===== config.mk =====
export PLATFORM = sky130hd
export DESIGN_NAME = rv32i_dual_issue_decode
export DESIGN_NICKNAME = d
export VERILOG_FILES = /design/src/rtl/core/rvdi_pkg.sv /design/src/rtl/core/rv32i_dual_issue_decode.sv
export SDC_FILE = /design/constraint.sdc
export NUM_CORES = 1
export LEC_CHECK = 0
export ABC_AREA = 1
export BUFFER_PORTS_ARGS = -buffer_cell sky130_fd_sc_hd__buf_2
export CORE_ASPECT_RATIO = 1.25
export CORE_MARGIN = 3
export CORE_UTILIZATION = 63
export DETAILED_ROUTE_END_ITERATION = 8
export GPL_ROUTABILITY_DRIVEN = 0
export PLACE_DENSITY = 0.85
export SYNTH_ARGS = -nofsm -noshare
export SYNTH_HDL_FRONTEND = slang
export SYNTH_SLANG_ARGS = --single-unit

===== constraint.sdc =====
create_clock -name clock -period 17.9 [get_ports clock]
set_input_delay 1.79 -clock clock [delete_from_list [all_inputs] [get_ports clock]]
set_output_delay 1.79 -clock clock [all_outputs]
set_load 0.03 [all_outputs]

===== src/rtl/core/rvdi_pkg.sv =====
`default_nettype none

package rvdi_pkg;

   localparam logic [6:0] OP_RTYPE  = 7'h33;
   localparam logic [6:0] OP_ALUIMM = 7'h13;
   localparam logic [6:0] OP_LOAD   = 7'h03;
   localparam logic [6:0] OP_STORE  = 7'h23;
   localparam logic [6:0] OP_BRANCH = 7'h63;
   localparam logic [6:0] OP_LUI    = 7'h37;
   localparam logic [6:0] OP_AUIPC  = 7'h17;
   localparam logic [6:0] OP_JAL    = 7'h6F;
   localparam logic [6:0] OP_JALR   = 7'h67;
   localparam logic [6:0] OP_SYSTEM = 7'h73;
   localparam logic [6:0] OP_FENCE  = 7'h0F;
   localparam logic [6:0] OP_ZERO   = 7'h00;

   localparam logic [11:0] F12_ECALL  = 12'h000;
   localparam logic [11:0] F12_EBREAK = 12'h001;
   localparam logic [11:0] F12_MRET   = 12'h302;
   localparam logic [11:0] F12_WFI    = 12'h105;

   localparam logic [2:0] F3_PRIV     = 3'd0;
   localparam logic [2:0] F3_RESERVED = 3'd4;
   localparam logic [2:0] F3_CSRRC    = 3'd3;

   localparam logic [4:0] KIND_RTYPE   = 5'd0;
   localparam logic [4:0] KIND_ALUIMM  = 5'd1;
   localparam logic [4:0] KIND_LOAD    = 5'd2;
   localparam logic [4:0] KIND_STORE   = 5'd3;
   localparam logic [4:0] KIND_BRANCH  = 5'd4;
   localparam logic [4:0] KIND_LUI     = 5'd5;
   localparam logic [4:0] KIND_AUIPC   = 5'd6;
   localparam logic [4:0] KIND_JAL     = 5'd7;
   localparam logic [4:0] KIND_JALR    = 5'd8;
   localparam logic [4:0] KIND_ECALL   = 5'd9;
   localparam logic [4:0] KIND_MRET    = 5'd10;
   localparam logic [4:0] KIND_CSR     = 5'd11;
   localparam logic [4:0] KIND_EBREAK  = 5'd12;
   localparam logic [4:0] KIND_WFI     = 5'd13;
   localparam logic [4:0] KIND_FENCE   = 5'd14;
   localparam logic [4:0] KIND_ILLEGAL = 5'd15;
   localparam logic [4:0] KIND_ZERO    = 5'd16;

   localparam logic [1:0] ACT_STALL  = 2'd0;
   localparam logic [1:0] ACT_SINGLE = 2'd1;
   localparam logic [1:0] ACT_DUAL   = 2'd2;

   typedef struct packed {
      logic [4:0]  rd;
      logic [4:0]  rs1;
      logic [4:0]  rs2;
      logic [2:0]  func3;
      logic [31:0] imm;
      logic [4:0]  kind;
      logic        use1;
      logic        use2;
      logic        wr;
      logic        mem;
      logic        ctl;
   } dec_type;

   function automatic dec_type decode_word(input logic [31:0] w);
      dec_type    d;
      logic [11:0] f12;
      f12     = w[31:20];
      d.rd    = w[11:7];
      d.rs1   = w[19:15];
      d.rs2   = w[24:20];
      d.func3 = w[14:12];
      d.imm   = '0;
      d.kind  = KIND_ILLEGAL;
      d.use1  = 1'b0;
      d.use2  = 1'b0;
      d.wr    = 1'b0;
      d.mem   = 1'b0;
      d.ctl   = 1'b0;
      case (w[6:0])
         OP_RTYPE: begin
            d.kind = KIND_RTYPE; d.use1 = 1'b1; d.use2 = 1'b1; d.wr = 1'b1;
         end
         OP_ALUIMM: begin
            d.kind = KIND_ALUIMM; d.use1 = 1'b1; d.wr = 1'b1;
            d.imm  = {{20{w[31]}}, w[31:20]};
         end
         OP_LOAD: begin
            d.kind = KIND_LOAD; d.use1 = 1'b1; d.wr = 1'b1; d.mem = 1'b1;
            d.imm  = {{20{w[31]}}, w[31:20]};
         end
         OP_STORE: begin
            d.kind = KIND_STORE; d.use1 = 1'b1; d.use2 = 1'b1; d.mem = 1'b1;
            d.imm  = {{20{w[31]}}, w[31:25], w[11:7]};
         end
         OP_BRANCH: begin
            d.kind = KIND_BRANCH; d.use1 = 1'b1; d.use2 = 1'b1; d.ctl = 1'b1;
            d.imm  = {{19{w[31]}}, w[31], w[7], w[30:25], w[11:8], 1'b0};
         end
         OP_LUI: begin
            d.kind = KIND_LUI; d.wr = 1'b1; d.imm = {w[31:12], 12'h000};
         end
         OP_AUIPC: begin
            d.kind = KIND_AUIPC; d.wr = 1'b1; d.imm = {w[31:12], 12'h000};
         end
         OP_JAL: begin
            d.kind = KIND_JAL; d.wr = 1'b1; d.ctl = 1'b1;
            d.imm  = {{11{w[31]}}, w[31], w[19:12], w[20], w[30:21], 1'b0};
         end
         OP_JALR: begin
            d.kind = KIND_JALR; d.use1 = 1'b1; d.wr = 1'b1; d.ctl = 1'b1;
            d.imm  = {{20{w[31]}}, w[31:20]};
         end
         OP_SYSTEM: begin
            if (d.func3 == F3_PRIV) begin
               case (f12)
                  F12_ECALL:  begin d.kind = KIND_ECALL; d.ctl = 1'b1; end
                  F12_MRET:   begin d.kind = KIND_MRET;  d.ctl = 1'b1; end
                  F12_EBREAK: d.kind = KIND_EBREAK;
                  F12_WFI:    d.kind = KIND_WFI;
                  default:    d.kind = KIND_ILLEGAL;
               endcase
            end else if (d.func3 == F3_RESERVED) begin
               d.kind = KIND_ILLEGAL;
            end else begin
               // csr ops: zimm forms read no register
               d.kind = KIND_CSR; d.ctl = 1'b1;
               d.imm  = {20'h00000, f12};
               d.wr   = (d.rd != 5'd0);
               d.use1 = (d.func3 <= F3_CSRRC);
            end
         end
         OP_FENCE: d.kind = KIND_FENCE;
         OP_ZERO:  d.kind = KIND_ZERO;
         default:  d.kind = KIND_ILLEGAL;
      endcase
      return d;
   endfunction

   function automatic logic reads_reg(input dec_type d, input logic [4:0] r);
      return (d.use1 && d.rs1 == r) || (d.use2 && d.rs2 == r);
   endfunction

   function automatic logic pairable(input dec_type a, input dec_type b);
      logic ok;
      ok = 1'b1;
      if (a.mem && b.mem) ok = 1'b0;
      if (a.ctl || b.ctl) ok = 1'b0;
      if (a.mem && a.wr && a.rd != 5'd0 && reads_reg(b, a.rd)) ok = 1'b0;
      return ok;
   endfunction

endpackage

`default_nettype wire


===== src/rtl/core/rv32i_dual_issue_decode.sv =====
`default_nettype none
// Words pass decode, hazard/pair check and output hold in turn. Throughput:
// one request word per cycle while the stages are not all full; rsp_ sends
// one result word per cycle while rsp_ready is high, a dual issue pair as two.
// Stages: decode, hazard/pair check, output hold; valid bits move with data.
// Reset (synchronous, active high) empties all stages; no results pending.

module rv32i_dual_issue_decode
   import rvdi_pkg::*;
(
   input  wire logic               clock,
   input  wire logic               reset,
   input  wire logic               req_valid,
   output logic                    req_ready,
   input  wire logic               req_slot0_valid,
   input  wire logic [31:0]        req_slot0_word,
   input  wire logic               req_slot1_valid,
   input  wire logic [31:0]        req_slot1_word,
   input  wire logic [4:0]         req_ex_load_dest0,
   input  wire logic [4:0]         req_ex_load_dest1,
   output logic                    rsp_valid,
   input  wire logic               rsp_ready,
   output logic [1:0]              rsp_action,
   output logic                    rsp_lane,
   output logic [4:0]              rsp_dest_reg,
   output logic [4:0]              rsp_src1_reg,
   output logic [4:0]              rsp_src2_reg,
   output logic signed [31:0]      rsp_immediate,
   output logic [2:0]              rsp_func3,
   output logic                    rsp_writes_reg,
   output logic                    rsp_mem_read,
   output logic                    rsp_mem_write,
   output logic [4:0]              rsp_kind,
   output logic                    rsp_last
);

   // stage 1: decode
   logic       s1_vld_ff, s1_vld_in;
   dec_type    s1_d0_ff, s1_d1_ff;
   logic       s1_v1_ff;
   logic [4:0] s1_ld0_ff, s1_ld1_ff;
   // stage 2: hazard and pairing
   logic       s2_vld_ff, s2_vld_in;
   dec_type    s2_d0_ff, s2_d1_ff;
   logic       s2_stall_ff, s2_stall_in;
   logic       s2_dual_ff, s2_dual_in;
   // stage 3: output hold
   logic       s3_vld_ff, s3_vld_in;
   dec_type    s3_d0_ff, s3_d1_ff;
   logic       s3_stall_ff, s3_dual_ff;
   logic       s3_idx_ff, s3_idx_in;

   logic       s1_adv, s2_adv, s3_load;
   dec_type    out_dec;

   assign s3_load   = !s3_vld_ff || (rsp_ready && rsp_last);
   assign s2_adv    = !s2_vld_ff || s3_load;
   assign s1_adv    = !s1_vld_ff || s2_adv;
   assign req_ready = s1_adv;

   always_comb begin
      s1_vld_in = s1_adv ? (req_valid && req_slot0_valid) : s1_vld_ff;
      s2_vld_in = s2_adv ? s1_vld_ff : s2_vld_ff;
      s3_vld_in = s3_load ? s2_vld_ff : s3_vld_ff;
      if (s3_load) begin
         s3_idx_in = 1'b0;
      end else if (rsp_valid && rsp_ready) begin
         s3_idx_in = 1'b1;
      end else begin
         s3_idx_in = s3_idx_ff;
      end
   end

   // a zero destination means no load in that lane
   always_comb begin
      s2_stall_in = 1'b0;
      if (s1_ld0_ff != 5'd0 && (reads_reg(s1_d0_ff, s1_ld0_ff) ||
          (s1_v1_ff && reads_reg(s1_d1_ff, s1_ld0_ff)))) begin
         s2_stall_in = 1'b1;
      end
      if (s1_ld1_ff != 5'd0 && (reads_reg(s1_d0_ff, s1_ld1_ff) ||
          (s1_v1_ff && reads_reg(s1_d1_ff, s1_ld1_ff)))) begin
         s2_stall_in = 1'b1;
      end
      s2_dual_in = s1_v1_ff && pairable(s1_d0_ff, s1_d1_ff);
   end

   always_ff @(posedge clock) begin
      if (reset) begin
         s1_vld_ff <= 1'b0;
         s2_vld_ff <= 1'b0;
         s3_vld_ff <= 1'b0;
         s3_idx_ff <= 1'b0;
      end else begin
         s1_vld_ff <= s1_vld_in;
         s2_vld_ff <= s2_vld_in;
         s3_vld_ff <= s3_vld_in;
         s3_idx_ff <= s3_idx_in;
      end
   end

   always_ff @(posedge clock) begin
      if (s1_adv) begin
         s1_d0_ff  <= decode_word(req_slot0_word);
         s1_d1_ff  <= decode_word(req_slot1_word);
         s1_v1_ff  <= req_slot1_valid;
         s1_ld0_ff <= req_ex_load_dest0;
         s1_ld1_ff <= req_ex_load_dest1;
      end
      if (s2_adv) begin
         s2_d0_ff    <= s1_d0_ff;
         s2_d1_ff    <= s1_d1_ff;
         s2_stall_ff <= s2_stall_in;
         s2_dual_ff  <= s2_dual_in;
      end
      if (s3_load) begin
         s3_d0_ff    <= s2_d0_ff;
         s3_d1_ff    <= s2_d1_ff;
         s3_stall_ff <= s2_stall_ff;
         s3_dual_ff  <= s2_dual_ff;
      end
   end

   always_comb begin
      out_dec = s3_idx_ff ? s3_d1_ff : s3_d0_ff;
      if (s3_stall_ff) begin
         out_dec = '0;
      end
   end

   assign rsp_valid      = s3_vld_ff;
   assign rsp_action     = s3_stall_ff ? ACT_STALL : (s3_dual_ff ? ACT_DUAL : ACT_SINGLE);
   assign rsp_lane       = s3_idx_ff;
   assign rsp_last       = s3_stall_ff || !s3_dual_ff || s3_idx_ff;
   assign rsp_dest_reg   = out_dec.rd;
   assign rsp_src1_reg   = out_dec.rs1;
   assign rsp_src2_reg   = out_dec.rs2;
   assign rsp_immediate  = $signed(out_dec.imm);
   assign rsp_func3      = out_dec.func3;
   assign rsp_writes_reg = out_dec.wr;
   assign rsp_mem_read   = out_dec.mem && out_dec.wr;
   assign rsp_mem_write  = out_dec.mem && !out_dec.wr;
   assign rsp_kind       = out_dec.kind;

endmodule

`default_nettype wire


==> insert_results.sql, run 1 <==
INSERT INTO impl_metrics (metric_group, metric, value, unit) VALUES
('placement', 'buffer_ports.inserted', '143', ''),
('cts', 'cts_hold_repair.buffers', '0', ''),
('yosys', 'yosys_most_used_dff', 'sky130_fd_sc_hd__edfxtp_1', ''),
('yosys', 'top_count_cell_post_synth', 'sky130_fd_sc_hd__edfxtp_1', ''),
('grt', 'vias_in_the_first_global_route', '9334', ''),
('floorplan', 'floorplan.initialDensity', '0.650', ''),
('pwr', 'worst_ir_drop_vdd', '73.9', 'uV'),
('worst_setup_path', 'crit_chain', 'buf_2, nand2_1, nand2_4, nor2_2, nand2_4, buf_2', ''),
('grt', 'grt_max_degree', '88', ''),
('yosys', 'yosysWarnings', '0', ''),
('worst_setup_path', 'setup.worst_path.start_class', 'input pin', ''),
('grt', 'gr-total-overflow', '0', ''),
('yosys', 'synth_nets', '1260', ''),
('cts', 'postCtsSetupBuffers', '0', ''),
('placement', 'placedInstanceArea', '0.0157', 'mm^2'),
('yosys', 'ys_top_cells_by_area', 'sky130_fd_sc_hd__edfxtp_1 74%, sky130_fd_sc_hd__nand2_1 6.1%, sky130_fd_sc_hd__nor2_1 5.4%, sky130_fd_sc_hd__o21ai_0 2.7%, sky130_fd_sc_hd__inv_1 2.4%', ''),
('timing', 'finalCriticalPeriod', '5540', 'ps'),
('layout', 'nNetsFinal', '1416', ''),
('grt', 'global_routing_s_busiest_layer', 'met2', ''),
('yosys', 'xor_xnor_portion_of_the_synthesized_cell_area', '0.00119', ''),
('layout', 'instances_no_fill', '1641', ''),
('yosys', 'yosysTopAreaCell', 'sky130_fd_sc_hd__edfxtp_1', ''),
('route', 'finalWirelength', '33900', 'um'),
('layout', 'area_growth_syn_to_layout', '13.6', '%'),
('timing', 'timing.final.hold_violations', '0', ''),
('worst_setup_path', 'crit_arrival', '3750', 'ps'),
('yosys', 'post_synth_fa_ha_maj_area_fraction', '0', ''),
('route', 'detailedRoute.firstIterationViolations', '1366', ''),
('timing', 'clock_skew', '27.2', 'ps'),
('layout', 'final_design_area_no_fill', '0.0167', 'mm^2'),
('timing', 'timing.final.max_slew_violations', '0', ''),
('cts', 'clock_tree.root_cell', 'sky130_fd_sc_hd__clkbuf_16', ''),
('yosys', 'yosys_register_bits', '367', ''),
('pwr', 'static-leakage-power', '7.55', 'nW'),
('placement', 'place.detailed.instances', '1587', ''),
('yosys', 'synth_top_area_share', '0.742', ''),
('yosys', 'gate_count_of_the_mapped_netlist', '1180', ''),
('timing', 'slew-limit-headroom', '0.252', ''),
('yosys', 'mean_syn_cell_area', '12.5', 'um^2'),
('grt', 'grt_pass1_wl', '51600', 'um'),
('yosys', 'synth_top_family_by_area', 'simple AND/OR/NAND/NOR gates', ''),
('worst_setup_path', 'worst_ep_required_time', '16110', 'ps'),
('floorplan', 'num_rows', '61', ''),
('yosys', 'synth_edf_count', '363', ''),
('route', 'drc', '0', ''),
('placement', 'detailedPlacementHpwl', '21700', 'um'),
('floorplan', 'floorplan.die_area', '0.0252', 'mm^2'),
('worst_setup_path', 'critPathCaptureType', 'primary output', ''),
('yosys', 'synth.cell_area', '0.0147', 'mm^2'),
('status', 'run_status', 'complete, no violations', ''),
('timing', 'final_min_period_over_clock_period', '0.309', ''),
('grt', 'antenna_found_initial', '1', ''),
('worst_setup_path', 'worst-path-buf-inv', '2', ''),
('flow_run', 'max-cap-violations', '0', ''),
('worst_setup_path', 'cell_at_the_slowest_stage_of_the_critical_path', 'sky130_fd_sc_hd__nand2_4', ''),
('timing', 'fin_setup_tns', '0', 'ps'),
('route', 'route.detailed.vias_per_inst', '6.00', ''),
('yosys', 'proportion_of_synthesized_area_in_mux_cells', '0', ''),
('route', 'drtPass1Iterations', '8', ''),
('grt', 'globalRouteMet1Util', '0.366', ''),
('route', 'wl_per_cell', '20.7', 'um'),
('yosys', 'synth.cells.most_frequent', '363 x sky130_fd_sc_hd__edfxtp_1, 238 x sky130_fd_sc_hd__nand2_1, 210 x sky130_fd_sc_hd__nor2_1, 95 x sky130_fd_sc_hd__inv_1, 79 x sky130_fd_sc_hd__o21ai_0', ''),
('cts', 'tritoncts_num_sinks', '367', ''),
('timing', 'finalSetupViolCount', '0', ''),
('floorplan', 'die_w', '143', 'um'),
('cts', 'clkTransAtPathRegs', '70', 'ps'),
('cts', 'cts-resized-gates', '0', ''),
('cts', 'cts_tree', 'done', ''),
('timing', 'grt_setup_unrepaired', 'false', ''),
('layout', 'num-fill-cells', '1333', ''),
('grt', 'grt_util_met3', '0.0370', '');
[kinds of logic (layout without fill, tap and decap cells)]
family                    after synthesis  count (layout)
xor gates and xnor gates                2               2
DFF                                   367             367
and+or+nand+nor                       544             544
buffers and inverters                 130             308
AOI/OAI and AO/OA                     137             137
[sequential cells by signal, indices dropped and copies added, names as in the netlist, 5 cells and up]
register and flops:
s1_d1_ff 60, s3_d1_ff 57, s1_ld0_ff 5, s2_d0_ff 57, s1_ld1_ff 5, s3_d0_ff 57, s1_d0_ff 60, s2_d1_ff 57
[stage by stage]
step / utilization / worst slack, ps / total power, W
floorplan: - / 8620 / 0.00106
global placement: 0.695 / 12460 / 0.00110
detailed placement: 0.695 / 12350 / 0.00111
CTS: 0.739 / 12320 / 0.00176
global route: 0.739 / 12160 / 0.00181
finish: 0.739 / 12360 / 0.00176
[final cells by class]
class	instances	area [um^2]	share of cell area
clock buffer	38	781	0.0468
inverter	105	397	0.0238
timing repair buffer	149	761	0.0456
clock inverter	16	210	0.0126
sequential	367	11000	0.658
multi-input combinational	683	3210	0.192
tap	283	354	0.0212
[metal layers]
metal  vias to the layer above  share of wire
met5                         -        0.00038
met1                      4526           0.35
met4                         2          0.045
met3                       151           0.12
li1                       4367              -
met2                       796           0.48
[placed cells by master, fill, tap and decap left out, drive strengths merged]
cell	synthesis	routed
a2111o	1	1
a21boi	1	1
a21o	1	1
a21oi	11	11
a31oi	2	2
buf	12	149
bufinv	0	5
clkbuf	13	38
clkinv	0	12
dfxtp	4	4
edfxtp	363	363
inv	105	104
nand2	252	252
nand3	37	37
nand3b	1	1
nand4	4	4
nor2	236	236
nor3	12	12
nor4	1	1
o211ai	23	23
o21a	1	1
o21ai	90	90
o22ai	7	7
or2	1	1
xor2	2	2
[worst reg2reg max path: stages (launching register included)]
cell and delay, ps:
sky130_fd_sc_hd__edfxtp_1 440, sky130_fd_sc_hd__nor2_1 90, sky130_fd_sc_hd__nand2_1 80, sky130_fd_sc_hd__nand2_1 110, sky130_fd_sc_hd__nand2_4 640, sky130_fd_sc_hd__nor2_2 200, sky130_fd_sc_hd__nand2_4 520, sky130_fd_sc_hd__buf_4 980
[path summary, 6_finish.rpt]
path / from / endpoint / slack [ps] / cells past startpoint
max: rsp_ready / req_ready / 12360 / 6
min: s1_d1_ff[41] / s2_d1_ff[41] / 400 / 0
max reg2reg: s3_stall_ff / s1_d1_ff[19] / 14390 / 7
min reg2reg: s1_d1_ff[41] / s2_d1_ff[41] / 400 / 0
[where the power goes]
group / total (W) / internal [W] / leakage, nW / switching (W)
logic: 0.000101 / 0.0000281 / 2.89 / 0.0000729
clock network: 0.000667 / 0.000380 / 0.484 / 0.000286
registers: 0.000994 / 0.000975 / 4.17 / 0.0000187
total: 0.00176 / 0.00138 / 7.55 / 0.000378
Note: power is estimated with default switching activity, not from simulation.
==> run 2, diff against run 1 <==
--- a/config.mk
+++ b/config.mk
@@ -9,10 +9,10 @@
 export BUFFER_PORTS_ARGS = -buffer_cell sky130_fd_sc_hd__buf_2
 export CORE_ASPECT_RATIO = 1.25
 export CORE_MARGIN = 3
-export CORE_UTILIZATION = 63
+export CORE_UTILIZATION = 59
 export DETAILED_ROUTE_END_ITERATION = 8
 export GPL_ROUTABILITY_DRIVEN = 0
-export PLACE_DENSITY = 0.85
+export PLACE_DENSITY = 0.81
 export SYNTH_ARGS = -nofsm -noshare
 export SYNTH_HDL_FRONTEND = slang
 export SYNTH_SLANG_ARGS = --single-unit
==> constraint.sdc (replaced) <==
create_clock -name clock -period 5.4 [get_ports clock]
set_input_delay 0.54 -clock clock [delete_from_list [all_inputs] [get_ports clock]]
set_output_delay 0.54 -clock clock [all_outputs]
set_load 0.03 [all_outputs]
==> run 2 against run 1 <==
  * First-iteration DRC count fell by 25%
  * Register-to-register slack got worse by 13000 ps
  * Die area rose by 6.5%
  * Worst hold slack got worse by 240 ps
  * Critical path depth rose by 1
  * Final cell count rose by 2.8%
  * Critical path type is now reg -> reg
  * Critical endpoint is now s2_d0_ff[15]
  * Largest power group unchanged
==> insert_results.sql, run 2 (synthesis gave the netlist of run 1 again) <==
INSERT INTO impl_metrics (metric_group, metric, value, unit) VALUES
('placement', 'buffer_ports.inserted', '143', ''),
('layout', 'final_design_area_no_fill', '0.0167', 'mm^2'),
('pwr', 'cell_internal_pwr', '0.00450', 'W'),
('worst_setup_path', 'slowest_delay', '990', 'ps'),
('pwr', 'seqPwrFrac', '0.573', ''),
('timing', 'slew-limit-headroom', '0.251', ''),
('worst_setup_path', 'reg2reg_setup_slack', '1570', 'ps'),
('cts', 'cts-buffers-inserted', '30', ''),
('timing', 'finalSetupViolCount', '0', ''),
('worst_setup_path', 'critical_path.top_delay_family', 'buffers and inverters', ''),
('route', 'finalWirelength', '31800', 'um'),
('worst_setup_path', 'crit_top_cell', 'sky130_fd_sc_hd__nand2_1', ''),
('placement', 'detailedPlacementHpwl', '21800', 'um'),
('worst_setup_path', 'worstRegToRegCells', '7', ''),
('route', 'route.vias.total', '9314', ''),
('timing', 'final_min_period_over_clock_period', '0.710', ''),
('worst_setup_path', 'category_of_the_most_critical_setup_path', 'reg -> reg', ''),
('pwr', 'power.share.switching', '0.217', ''),
('worst_setup_path', 'rr_endpoint', 's2_d0_ff[15]', ''),
('cts', 'cts_tree', 'done', ''),
('flow_run', 'max-cap-violations', '0', ''),
('worst_setup_path', 'worst_ep_required_time', '5650', 'ps'),
('floorplan', 'floorplan.initialDensity', '0.609', ''),
('floorplan', 'chipHeight', '182', 'um'),
('pwr', 'worst_ir_drop_vdd', '250', 'uV'),
('worst_setup_path', 'path_depth', '7', ''),
('timing', 'worst_slew_pin_slew', '1120', 'ps'),
('cts', 'postCtsSetupBuffers', '0', ''),
('pwr', 'pwr_density_cell', '343', 'mW/mm^2'),
('layout', 'num-fill-cells', '1622', ''),
('timing', 'finalCriticalPeriod', '3830', 'ps'),
('floorplan', 'num_rows', '63', ''),
('cts', 'clkTransAtPathRegs', '60', 'ps'),
('placement', 'placedInstanceArea', '0.0158', 'mm^2'),
('timing', 'min_hold_slack', '158', 'ps'),
('cts', 'cts-resized-gates', '0', ''),
('layout', 'biggestRegsByFlops', 's1_d0_ff x60, s1_d1_ff x60', ''),
('layout', 'area_growth_syn_to_layout', '14.0', '%'),
('route', 'detailedRoute.firstIterationViolations', '1022', ''),
('route', 'wl_per_cell', '18.9', 'um'),
('worst_setup_path', 'crit_chain', 'nor2_1, nand2_1, nand2_1, nand2_4, nor2_2, clkinvlp_4, buf_4', ''),
('layout', 'final_layout_size_suffix_gt1_frac', '0.196', ''),
('timing', 'clock_skew', '9.18', 'ps'),
('floorplan', 'die_w', '147', 'um'),
('cts', 'clock_insertion_delay_worst_skew', '550', 'ps'),
('grt', 'antenna_found_initial', '1', ''),
('timing', 'timing.final.hold_violations', '0', ''),
('pwr', 'clock_power_share', '0.370', ''),
('pwr', 'share_comb_of_total_power', '0.057', ''),
('cts', 'clockBufferDepth', '3', ''),
('route', 'ant_nets', '0', ''),
('grt', 'grtUsageTotal', '0.233', ''),
('pwr', 'power.net_switching', '0.00124', 'W'),
('floorplan', 'core-area', '0.0241', 'mm^2'),
('cts', 'cts_hold_repair.buffers', '0', ''),
('timing', 'fin_setup_tns', '0', 'ps'),
('worst_hold_path', 'holdCritPathClass', 'in -> reg', ''),
('worst_setup_path', 'last_element_of_the_critical_path', 's2_d0_ff[15]', ''),
('cts', 'clock_tree.root_cell', 'sky130_fd_sc_hd__clkbuf_16', ''),
('worst_setup_path', 'crit_arrival', '4080', 'ps'),
('worst_setup_path', 'worstSetupStartpoint', 's3_stall_ff', ''),
('timing', 'grt_setup_unrepaired', 'false', ''),
('layout', 'final_common_cell', 'sky130_fd_sc_hd__edfxtp_1', ''),
('route', 'drc', '0', ''),
('worst_setup_path', 'critPathCaptureType', 'flip-flop', ''),
('worst_setup_path', 'worst-path-buf-inv', '2', ''),
('floorplan', 'floorplan.die_area', '0.0268', 'mm^2'),
('worst_hold_path', 'hold-path-cell-count', '1', ''),
('layout', 'nNetsFinal', '1417', ''),
('floorplan', 'io_pins', '144', ''),
('layout', 'layout.core_utilization', '0.694', ''),
('grt', 'vias_in_the_first_global_route', '8929', ''),
('route', 'route.detailed.vias_per_inst', '5.52', ''),
('route', 'drtPass1Iterations', '5', ''),
('grt', 'grt_pass1_wl', '48400', 'um'),
('timing', 'max_fclk', '261', 'MHz'),
('cts', 'tritoncts_num_sinks', '367', ''),
('worst_setup_path', 'r2r_start', 's3_stall_ff', ''),
('timing', 'timing.final.max_slew_violations', '0', ''),
('worst_setup_path', 'setup.worst_path.start_class', 'flip-flop', ''),
('layout', 'mostFrequentLayoutCells', '363 x sky130_fd_sc_hd__edfxtp_1, 236 x sky130_fd_sc_hd__nand2_1, 210 x sky130_fd_sc_hd__nor2_1', ''),
('grt', 'gr-total-overflow', '0', ''),
('grt', 'grt_max_degree', '85', ''),
('pwr', 'static-leakage-power', '7.53', 'nW'),
('status', 'run_status', 'complete, no violations', ''),
('cts', 'clock_tree.htree_level_count', '1', ''),
('worst_setup_path', 'critical_path_peak_fanout', '63', ''),
('worst_setup_path', 'cell_at_the_slowest_stage_of_the_critical_path', 'sky130_fd_sc_hd__clkinvlp_4', '');
run 2: cell types whose count changed in the layout (fill, tap and decap cells not counted), moves of 2 or more:
cell / change
sky130_fd_sc_hd__clkbuf_1: -5
sky130_fd_sc_hd__clkinvlp_4: +4
sky130_fd_sc_hd__bufinv_16: -3
sky130_fd_sc_hd__clkbuf_8: +2
sky130_fd_sc_hd__clkinv_2: +2
sky130_fd_sc_hd__clkinv_4: +2
run 2: layout make-up:
cell class | instances | area [um^2] | share of cell area
multi-input combinational | 683 | 3220 | 0.192
sequential | 367 | 11000 | 0.656
inverter | 105 | 398 | 0.0238
tap | 325 | 407 | 0.0243
antenna | 1 | 2.50 | 0.000149
timing repair buffer | 150 | 768 | 0.0459
clock inverter | 20 | 163 | 0.00971
clock buffer | 36 | 815 | 0.0486
run 2: power groups by stage:
stage	registers (W)	logic [W]	clock network [W]
after global placement	0.00334	0.000318	0
final	0.00329	0.000328	0.00213
after CTS	0.00329	0.000327	0.00215
after global routing	0.00330	0.000357	0.00225
after floorplan	0.00332	0.000202	0
after detailed placement	0.00335	0.000324	0
run 2: worst min path at each step:
stage / start / endpoint
after global placement: s2_d0_ff[53] / s3_d0_ff[53]
after CTS: req_ex_load_dest1[2] / s1_ld1_ff[2]
after floorplan: s1_d0_ff[10] / s2_d0_ff[10]
after detailed placement: s1_d0_ff[10] / s2_d0_ff[10]
final: req_ex_load_dest1[2] / s1_ld1_ff[2]
after global routing: req_ex_load_dest1[2] / s1_ld1_ff[2]
run 2: per-layer routing:
layer	part of all wire	wire (um)	GRT usage	vias to the layer above
li1	-	-	-	4370
met3	0.091	2900	0.0383	86
met2	0.49	15500	0.387	528
met1	0.38	12200	0.312	4328
met5	0.00038	12	0	-
met4	0.040	1260	0.0962	2
run 2: stage by stage:
stage / worst slack, ps / power [W] / cells
floorplan: 48.0 / 0.00353 / 1180
global placement: 1730 / 0.00366 / 1630
detailed placement: 1570 / 0.00368 / 1630
CTS: 1550 / 0.00577 / 1686
global route: 1250 / 0.00590 / 1686
finish: 1570 / 0.00575 / 1687
